[src/hw/rtl/apl_pkg.sv]
// ----------------------------------------------------------------------------
// Positional array list package
// Request and response types, operation and status codes, and the
// controller/datapath command and status bundles.
// ----------------------------------------------------------------------------
`timescale 1ns / 1ps

package apl_pkg;

  localparam logic [2:0] MODE_READ   = 3'd0;
  localparam logic [2:0] MODE_FIND   = 3'd1;
  localparam logic [2:0] MODE_INSERT = 3'd2;
  localparam logic [2:0] MODE_DELETE = 3'd3;
  localparam logic [2:0] MODE_CLEAR  = 3'd4;

  localparam logic [1:0] ST_OK       = 2'd0;
  localparam logic [1:0] ST_RANGE    = 2'd1;
  localparam logic [1:0] ST_FULL     = 2'd2;
  localparam logic [1:0] ST_NOTFOUND = 2'd3;

  typedef struct packed {
    logic [2:0]         mode;
    logic [7:0]         position;
    logic signed [31:0] value;
  } req_t;

  typedef struct packed {
    logic [1:0]         status;
    logic signed [31:0] read_value;
    logic [6:0]         found_index;
    logic [7:0]         list_length;
  } rsp_t;

  // What the latched request needs from the datapath after its checks.
  typedef enum logic [2:0] {
    ACT_NONE,
    ACT_FIND,
    ACT_UP,
    ACT_DOWN,
    ACT_CLEAR
  } act_t;

  typedef struct packed {
    logic load;
    logic decide;
    logic step;
    logic commit;
    logic emit;
  } cmd_t;

  typedef struct packed {
    act_t act;
    logic done;
  } sts_t;

endpackage

[src/hw/rtl/apl_datapath.sv]
// ----------------------------------------------------------------------------
// Positional array list datapath
// Entry memory, count, request registers, walk pointer and response register.
// ----------------------------------------------------------------------------
`timescale 1ns / 1ps

module apl_datapath #(
  parameter int CAPACITY = 128
) (
  input  logic          clk,
  input  logic          rst,
  input  apl_pkg::req_t req,
  input  apl_pkg::cmd_t cmd,
  output apl_pkg::sts_t sts,
  output apl_pkg::rsp_t rsp
);

  localparam int AW = $clog2(CAPACITY);
  localparam int CW = $clog2(CAPACITY + 1);
  localparam int XW = ((CW > 8) ? CW : 8) + 1;

  logic signed [31:0] mem [CAPACITY];

  logic [2:0]         mode;
  logic [7:0]         position;
  logic signed [31:0] value;
  logic [CW-1:0]      count;
  logic [CW-1:0]      ptr;
  logic [AW-1:0]      dest;
  logic               pend;
  logic signed [31:0] rdata;
  logic [1:0]         status;
  logic [AW-1:0]      found;

  logic [XW-1:0]      pos_x;
  logic [XW-1:0]      pos_m1;
  logic [XW-1:0]      count_x;
  logic [XW-1:0]      ptr_x;
  logic [XW-1:0]      found_x;
  logic [CW-1:0]      ptr_m1;
  apl_pkg::act_t      act;
  logic [1:0]         pre_status;
  logic               hit;
  logic               issue;
  logic               done;
  logic [AW-1:0]      rd_addr;
  logic               we;
  logic [AW-1:0]      waddr;
  logic signed [31:0] wdata;

  assign pos_x   = {{(XW-8){1'b0}}, position};
  assign pos_m1  = pos_x - 1'b1;
  assign count_x = {{(XW-CW){1'b0}}, count};
  assign ptr_x   = {{(XW-CW){1'b0}}, ptr};
  assign found_x = {{(XW-AW){1'b0}}, found};
  assign ptr_m1  = ptr - 1'b1;
  assign hit     = pend && (rdata == value);

  // Range and capacity checks on the latched request.
  always_comb begin
    act        = apl_pkg::ACT_NONE;
    pre_status = apl_pkg::ST_OK;
    case (mode)
      apl_pkg::MODE_READ: begin
        if (pos_x >= count_x) pre_status = apl_pkg::ST_RANGE;
      end
      apl_pkg::MODE_FIND: begin
        act        = apl_pkg::ACT_FIND;
        pre_status = apl_pkg::ST_NOTFOUND;
      end
      apl_pkg::MODE_INSERT: begin
        if (pos_x == '0 || pos_x > count_x + 1'b1) begin
          pre_status = apl_pkg::ST_RANGE;
        end else if (count_x >= XW'(CAPACITY)) begin
          pre_status = apl_pkg::ST_FULL;
        end else begin
          act = apl_pkg::ACT_UP;
        end
      end
      apl_pkg::MODE_DELETE: begin
        if (pos_x == '0 || pos_x > count_x) pre_status = apl_pkg::ST_RANGE;
        else act = apl_pkg::ACT_DOWN;
      end
      apl_pkg::MODE_CLEAR: act = apl_pkg::ACT_CLEAR;
      default: ;
    endcase
  end

  // Walk control: up moves entries from the tail toward position, down from
  // position toward the tail; find scans from the head.
  always_comb begin
    issue   = 1'b0;
    done    = 1'b1;
    rd_addr = pos_x[AW-1:0];
    case (act)
      apl_pkg::ACT_FIND: begin
        issue   = ptr_x < count_x;
        done    = hit || (ptr_x >= count_x);
        rd_addr = ptr[AW-1:0];
      end
      apl_pkg::ACT_UP: begin
        issue   = ptr_x >= pos_x;
        done    = !pend && (ptr_x < pos_x);
        rd_addr = ptr_m1[AW-1:0];
      end
      apl_pkg::ACT_DOWN: begin
        issue   = ptr_x < count_x;
        done    = !pend && (ptr_x >= count_x);
        rd_addr = ptr[AW-1:0];
      end
      default: ;
    endcase
  end

  assign we = (cmd.step && pend &&
               (act == apl_pkg::ACT_UP || act == apl_pkg::ACT_DOWN)) ||
              (cmd.commit && act == apl_pkg::ACT_UP);
  assign waddr = cmd.commit ? pos_m1[AW-1:0] : dest;
  assign wdata = cmd.commit ? value : rdata;

  always_ff @(posedge clk) begin
    rdata <= mem[rd_addr];
    if (we) mem[waddr] <= wdata;
  end

  always_ff @(posedge clk) begin
    if (rst) begin
      count <= '0;
      pend  <= 1'b0;
    end else begin
      if (cmd.decide) pend <= 1'b0;
      if (cmd.step) pend <= issue;
      if (cmd.commit) begin
        case (act)
          apl_pkg::ACT_UP:    count <= count + 1'b1;
          apl_pkg::ACT_DOWN:  count <= count - 1'b1;
          apl_pkg::ACT_CLEAR: count <= '0;
          default: ;
        endcase
      end
    end
  end

  always_ff @(posedge clk) begin
    if (cmd.load) begin
      mode     <= req.mode;
      position <= req.position;
      value    <= req.value;
    end
    if (cmd.decide) begin
      status <= pre_status;
      found  <= '0;
      case (act)
        apl_pkg::ACT_FIND: ptr <= '0;
        apl_pkg::ACT_UP:   ptr <= count;
        apl_pkg::ACT_DOWN: ptr <= pos_x[CW-1:0];
        default: ;
      endcase
    end
    if (cmd.step) begin
      if (issue) begin
        if (act == apl_pkg::ACT_UP) begin
          dest <= ptr[AW-1:0];
          ptr  <= ptr_m1;
        end else if (act == apl_pkg::ACT_DOWN) begin
          dest <= ptr_m1[AW-1:0];
          ptr  <= ptr + 1'b1;
        end else begin
          dest <= ptr[AW-1:0];
          ptr  <= ptr + 1'b1;
        end
      end
      // dest still names the entry that rdata came from
      if (act == apl_pkg::ACT_FIND && hit) begin
        status <= apl_pkg::ST_OK;
        found  <= dest;
      end
    end
    if (cmd.emit) begin
      rsp.status      <= status;
      rsp.read_value  <= (mode == apl_pkg::MODE_READ && status == apl_pkg::ST_OK) ?
                         rdata : 32'sd0;
      rsp.found_index <= found_x[6:0];
      rsp.list_length <= count_x[7:0];
    end
  end

  assign sts.act  = act;
  assign sts.done = done;

endmodule

[src/hw/rtl/apl_ctrl.sv]
// ----------------------------------------------------------------------------
// Positional array list controller
// Sequences one transaction at a time through check, walk, commit and reply.
// ----------------------------------------------------------------------------
`timescale 1ns / 1ps

module apl_ctrl (
  input  logic          clk,
  input  logic          rst,
  input  logic          req_valid,
  output logic          req_stall,
  output logic          rsp_valid,
  input  logic          rsp_stall,
  output apl_pkg::cmd_t cmd,
  input  apl_pkg::sts_t sts
);

  typedef enum logic [2:0] {
    S_IDLE,
    S_DECIDE,
    S_WALK,
    S_COMMIT,
    S_RESP
  } state_t;

  state_t state;
  logic   can_emit;

  assign can_emit  = !rsp_valid || !rsp_stall;
  assign req_stall = (state != S_IDLE);

  always_comb begin
    cmd        = '0;
    cmd.load   = (state == S_IDLE) && req_valid;
    cmd.decide = (state == S_DECIDE);
    cmd.step   = (state == S_WALK);
    cmd.commit = (state == S_COMMIT);
    cmd.emit   = (state == S_RESP) && can_emit;
  end

  always_ff @(posedge clk) begin
    if (rst) begin
      state     <= S_IDLE;
      rsp_valid <= 1'b0;
    end else begin
      if (cmd.emit) rsp_valid <= 1'b1;
      else if (!rsp_stall) rsp_valid <= 1'b0;
      case (state)
        S_IDLE: begin
          if (req_valid) state <= S_DECIDE;
        end
        S_DECIDE: begin
          case (sts.act)
            apl_pkg::ACT_NONE:  state <= S_RESP;
            apl_pkg::ACT_CLEAR: state <= S_COMMIT;
            default:            state <= S_WALK;
          endcase
        end
        S_WALK: begin
          if (sts.done) state <= S_COMMIT;
        end
        S_COMMIT: state <= S_RESP;
        S_RESP: begin
          // hold until the output register is free
          if (can_emit) state <= S_IDLE;
        end
        default: state <= S_IDLE;
      endcase
    end
  end

endmodule

[src/hw/rtl/positional_array_list_core.sv]
// ----------------------------------------------------------------------------
// Positional array list core
// Ordered list of signed 32-bit entries with read, find, insert, delete and
// clear requests; one response per request.
// ----------------------------------------------------------------------------
// Usage:
//   Requests enter on req/req_valid/req_stall, responses leave on
//   rsp/rsp_valid/rsp_stall. A transaction moves when valid is high and
//   stall is low. One request is worked on at a time; req_stall is high from
//   the cycle after acceptance until the response is loaded.
//   Read, rejected and unused requests go from the checks straight to the
//   reply; clear adds a commit step. A walk goes over the entry memory (one
//   read and one write port) one entry per cycle: find reads up to length
//   entries, insert moves the entries from position to the tail, delete
//   those after position. The next request can be accepted in the cycle
//   after the response is loaded, even while that response is still
//   stalled. A walk of CAPACITY entries sets the worst case.
//   Reset empties the list (length zero) and drops any pending response;
//   entry memory is not cleared and needs no sweep. A stalled response
//   holds in the output register and the block waits before loading the next.
// ----------------------------------------------------------------------------
`timescale 1ns / 1ps

module positional_array_list_core #(
  parameter int CAPACITY = 128
) (
  input  logic          clk,
  input  logic          rst,
  input  logic          req_valid,
  output logic          req_stall,
  input  apl_pkg::req_t req,
  output logic          rsp_valid,
  input  logic          rsp_stall,
  output apl_pkg::rsp_t rsp
);

  apl_pkg::cmd_t cmd;
  apl_pkg::sts_t sts;

  apl_ctrl u_ctrl (
    .clk       (clk),
    .rst       (rst),
    .req_valid (req_valid),
    .req_stall (req_stall),
    .rsp_valid (rsp_valid),
    .rsp_stall (rsp_stall),
    .cmd       (cmd),
    .sts       (sts)
  );

  apl_datapath #(
    .CAPACITY (CAPACITY)
  ) u_datapath (
    .clk (clk),
    .rst (rst),
    .req (req),
    .cmd (cmd),
    .sts (sts),
    .rsp (rsp)
  );

endmodule

[config.mk]
export PLATFORM = sky130hd
export DESIGN_NAME = positional_array_list_core
export DESIGN_NICKNAME = d
export VERILOG_FILES = /design/src/hw/rtl/apl_pkg.sv /design/src/hw/rtl/apl_datapath.sv /design/src/hw/rtl/apl_ctrl.sv /design/src/hw/rtl/positional_array_list_core.sv
export SDC_FILE = /design/constraint.sdc
export NUM_CORES = 2
export LEC_CHECK = 0
export BUFFER_PORTS_ARGS = -buffer_cell sky130_fd_sc_hd__buf_2
export CAP_MARGIN = 5
export CELL_PAD_IN_SITES_DETAIL_PLACEMENT = 0
export CELL_PAD_IN_SITES_GLOBAL_PLACEMENT = 2
export CORE_AREA = 2 2 631 633
export CTS_CLUSTER_DIAMETER = 80
export DETAILED_ROUTE_END_ITERATION = 8
export DIE_AREA = 0 0 633 635
export MAX_ROUTING_LAYER = met4
export PLACE_DENSITY_LB_ADDON = 0.1
export SYNTH_ARGS = -nofsm -noshare
export SYNTH_HDL_FRONTEND = slang
export SYNTH_SLANG_ARGS = --single-unit
export TNS_END_PERCENT = 10
[constraint.sdc]
create_clock -name clk -period 6.9 [get_ports clk]
set_input_delay 1.035 -clock clk [delete_from_list [all_inputs] [get_ports clk]]
set_output_delay 1.035 -clock clk [all_outputs]
set_load 0.03 [all_outputs]
==> qor.csv <==
stage,metric,value,unit
clock_network,CTS tree,built,
logic_synthesis,Seq cells post-synth,4257,
routing,DR vias/cell,6.08,
global_routing,number of global-route vias before repair,104000,
floorplanning,die area,402000,um2
placement,sum of net half-perimeters after detailed placement,398000,um
critical_path,CP Cell Sequence,inv_1 > nor3_1 > and3_1 > nand3_1 > xnor2_1 > ha_1 > a22oi_1 > a32oi_1 > buf_4 > a211oi_2 > o311a_4 > buf_12 > buf_4 > nand2_1 > and3_1 > a311oi_1 > nor3_1 > buf_4 > nor4_2 > a31oi_1 > o211ai_1,
global_routing,largest net degree at the start of global routing,129,
logic_synthesis,Post-synth EDFFs,4195,
critical_path,Worst R2R Start,u_datapath.count[4]$_SDFFE_PP0P_,
clock_network,"CTS clk-pin slew, worst paths",0.06,ns
worst_hold_path,min-delay worst type,input port to flop,
timing,Max Slew Vio Count,0,
timing,"Min Clock Period, post-route",6.61,ns
global_routing,initial antenna violation count,56,
logic_synthesis,Syn Area/Cell,13.7,um2
clock_network,clock sink total,4257,
logic_synthesis,post-synth top area share,0.744,
logic_synthesis,Post-synth top cells,"4195 x edfxtp_1, 3549 x nand2_1, 627 x nand3_1, 592 x and3_1, 485 x buf_2",
logic_synthesis,post-synth top area cell,edfxtp_1,
routing,Post-DRT Antenna Nets,0,
pwr,Pleak,68.0,nW
timing,Final period util,0.958,
logic_synthesis,Synth Instances,12300,
routing,DRT Pass-1 Iters,6,
global_routing,overall routing resource usage,0.322,
critical_path,Critical Path End Type,flop,
timing,f_max,151,MHz
logic_synthesis,register area share after synthesis,0.751,
timing,RSZ-0062 raised after global routing,false,
floorplanning,effective utilization at floorplan,0.429,
finish,Syn-to-layout area delta,16.7,%
global_routing,first-pass GRT wire length,872000,um
critical_path,critical path arrival,7.54,ns
critical_path,Worst path top cell family by delay,compound AO/OA/AOI/OAI gates,
critical_path,Slowest Stage Delay on Critical Path,0.65,ns
pwr,Tot Pwr,77.1,mW
logic_synthesis,Area contributors post-synth,"edfxtp_1 74%, nand2_1 7.9%, and3_1 2.2%",
timing,Worst slew margin,0.0338,
timing,Worst Tran Pin Value,1.44,ns
worst_hold_path,hold_sp,req[10],
critical_path,CP required,7.83,ns
floorplanning,die width,633,um
clock_network,number of buffers created by CTS,458,
pwr,pwr/cell area,390,nW/um2
run_status,outcome,"finished, final reports clean",
critical_path,crit path launch type,flop,
clock_network,CTS max path bufs,4,
timing,final setup violation count,0,
timing,Worst Skew,0.0708,ns
logic_synthesis,yosys warns,0,
clock_network,hold-fix buffers at CTS,0,
critical_path,slowest cell on the critical path,nor4_2,
pwr,Max IR drop VDD,274,uV
critical_path,crit path from,u_datapath.count[4]$_SDFFE_PP0P_,
timing,final hold viol count,0,
logic_synthesis,top-count cell post-synth,edfxtp_1,
floorplanning,I/O Pins,98,
critical_path,WP buf/inv,5,
floorplanning,die height,635,um
clock_network,Worst-Skew Late Latency,1.04,ns
clock_network,# H-tree levels,5,
routing,drt total wl,643000,um
placement,# port buffers,97,
placement,gpl congestion,0.924,
logic_synthesis,synthesized area,169000,um2
routing,Detailed Route Iter0 Violations,17700,
routing,post-DR wirelength/cell,34.5,um
routing,DRC,0,
timing,final setup TNS,0,ns
critical_path,Crit Path Class,flop to flop,
critical_path,Crit Path Max Fanout,31,
clock_network,Root Driver,clkbuf_16,
flow_run,Max Cap Violations,0,
critical_path,CP most frequent cell,buf_4,
routing,routed vias,113000,
finish,Nets,13000,
floorplanning,CORE AREA,395000,um2
finish,share of cells above drive strength 1,0.144,
logic_synthesis,asr flop ratio synth,0,
logic_synthesis,Main synth FF type,edfxtp_1,
logic_synthesis,syn nets,12400,
floorplanning,row count,231,
global_routing,grt total ovfl,0,
logic_synthesis,post-synth cell types,81,
## where the power goes
| group | total [mW] | switching (mW) | internal [mW] |
|---|---|---|---|
| Clock | 25.3 | 10.4 | 14.8 |
| Sequential | 33.0 | 0.604 | 32.4 |
| Combinational | 18.8 | 14.6 | 4.25 |
| Total | 77.1 | 25.6 | 51.5 |
## cell type report
| cell class | instances | area [um2] |
|---|---|---|
| diodes | 31 | 77.6 |
| clock buffers | 571 | 12100 |
| clock inverters | 292 | 3240 |
| fillers | 33800 | 197000 |
| inverters | 27 | 101 |
| multi-input cells | 7254 | 39700 |
| flip-flops and latches | 4257 | 127000 |
| well taps | 5242 | 6560 |
| repair buffers | 938 | 8610 |
## cell usage in the layout (no fill, tap or decap), drive strengths merged, types with 44 or more instances in the layout
| cell type | count |
|---|---|
| dfxtp | 62 |
| o221ai | 64 |
| and3 | 592 |
| a311oi | 321 |
| clkbuf | 571 |
| o21ai | 109 |
| nand4 | 48 |
| mux2 | 44 |
| nand2 | 3549 |
| nor3 | 122 |
| buf | 938 |
| nand3 | 627 |
| edfxtp | 4195 |
| mux4 | 48 |
| clkinv | 197 |
| bufinv | 64 |
| a31oi | 382 |
| nor2 | 211 |
| ha | 44 |
| mux2i | 135 |
| o22ai | 82 |
| a21oi | 362 |
| inv | 44 |
| a221oi | 60 |
## path summary, 6_finish.rpt
path | endpoint | slack (ns) | cells past startpoint
worst max-delay path | u_datapath.rdata[13]$_DFF_P_ | 0.29 | 21
worst min-delay path | u_datapath.value[10]$_DFFE_PP_ | 0.17 | 1
worst max register to register | u_datapath.rdata[13]$_DFF_P_ | 0.29 | 21
worst min register to register | u_datapath.rsp[9]$_DFFE_PP_ | 0.44 | 0
## per-layer routing
metal	share of wire	GRT usage	routed length, um	up-vias
li1	-	-	-	47600
met1	0.41	0.453	264000	58300
met2	0.45	0.480	290000	6235
met3	0.10	0.0518	64300	911
met4	0.038	0.105	24300	0
met5	0	-	0	-
## worst reg2reg max path, stage by stage, from the launching register on
cell and delay, ns:
dfxtp_1 0.42, inv_1 0.14, nor3_1 0.32, and3_1 0.23, nand3_1 0.11, xnor2_1 0.22
ha_1 0.29, a22oi_1 0.21, a32oi_1 0.23, buf_4 0.23, a211oi_2 0.37, o311a_4 0.58
buf_12 0.34, buf_4 0.53, nand2_1 0.11, and3_1 0.19, a311oi_1 0.40, nor3_1 0.11
buf_4 0.20, nor4_2 0.66, a31oi_1 0.43, o211ai_1 0.23
## registers in the layout, indices dropped and copies added (netlist names)
name                 flops
u_datapath.pend          1
u_ctrl.rsp_valid         1
u_datapath.value        32
u_datapath.rsp          49
u_datapath.mem        4096
u_datapath.found         7
u_ctrl.state             3
u_datapath.ptr           8
u_datapath.dest          7
u_datapath.position      8
u_datapath.mode          3
u_datapath.status        2
u_datapath.count         8
u_datapath.rdata        32
## metrics by stage
| step | setup WS, ns | instance area [um2] | utilization | instances | hold slack [ns] |
|---|---|---|---|---|---|
| floorplan | 1.67 | 169000 | - | 12300 | 0.408 |
| global placement | -0.700 | 182000 | 0.461 | 17700 | 0.418 |
| detailed placement | -0.478 | 182000 | 0.461 | 17700 | 0.424 |
| CTS | 0.151 | 197000 | 0.500 | 18600 | 0.101 |
| global route | 0.0131 | 198000 | 0.500 | 18600 | 0.156 |
| finish | 0.290 | 198000 | 0.501 | 18600 | 0.170 |
## logic make-up after synthesis
kind of cell,after synthesis,synth area share
compound gates,1646,0.0675
xor+xnor,58,0.00300
simple gates,5278,0.134
fa+ha+maj,45,0.00337
mux,227,0.0173
buf+inv,836,0.0236
flops,4257,0.751
## timing repair
action                                 CTS  global route
pin swaps                                1             0
endpoints found under the hold margin    0             0
resized for setup                        1             3
buffers inserted                         1             0
setup endpoints to repair                1             3
(Power assumes the default switching activity.)
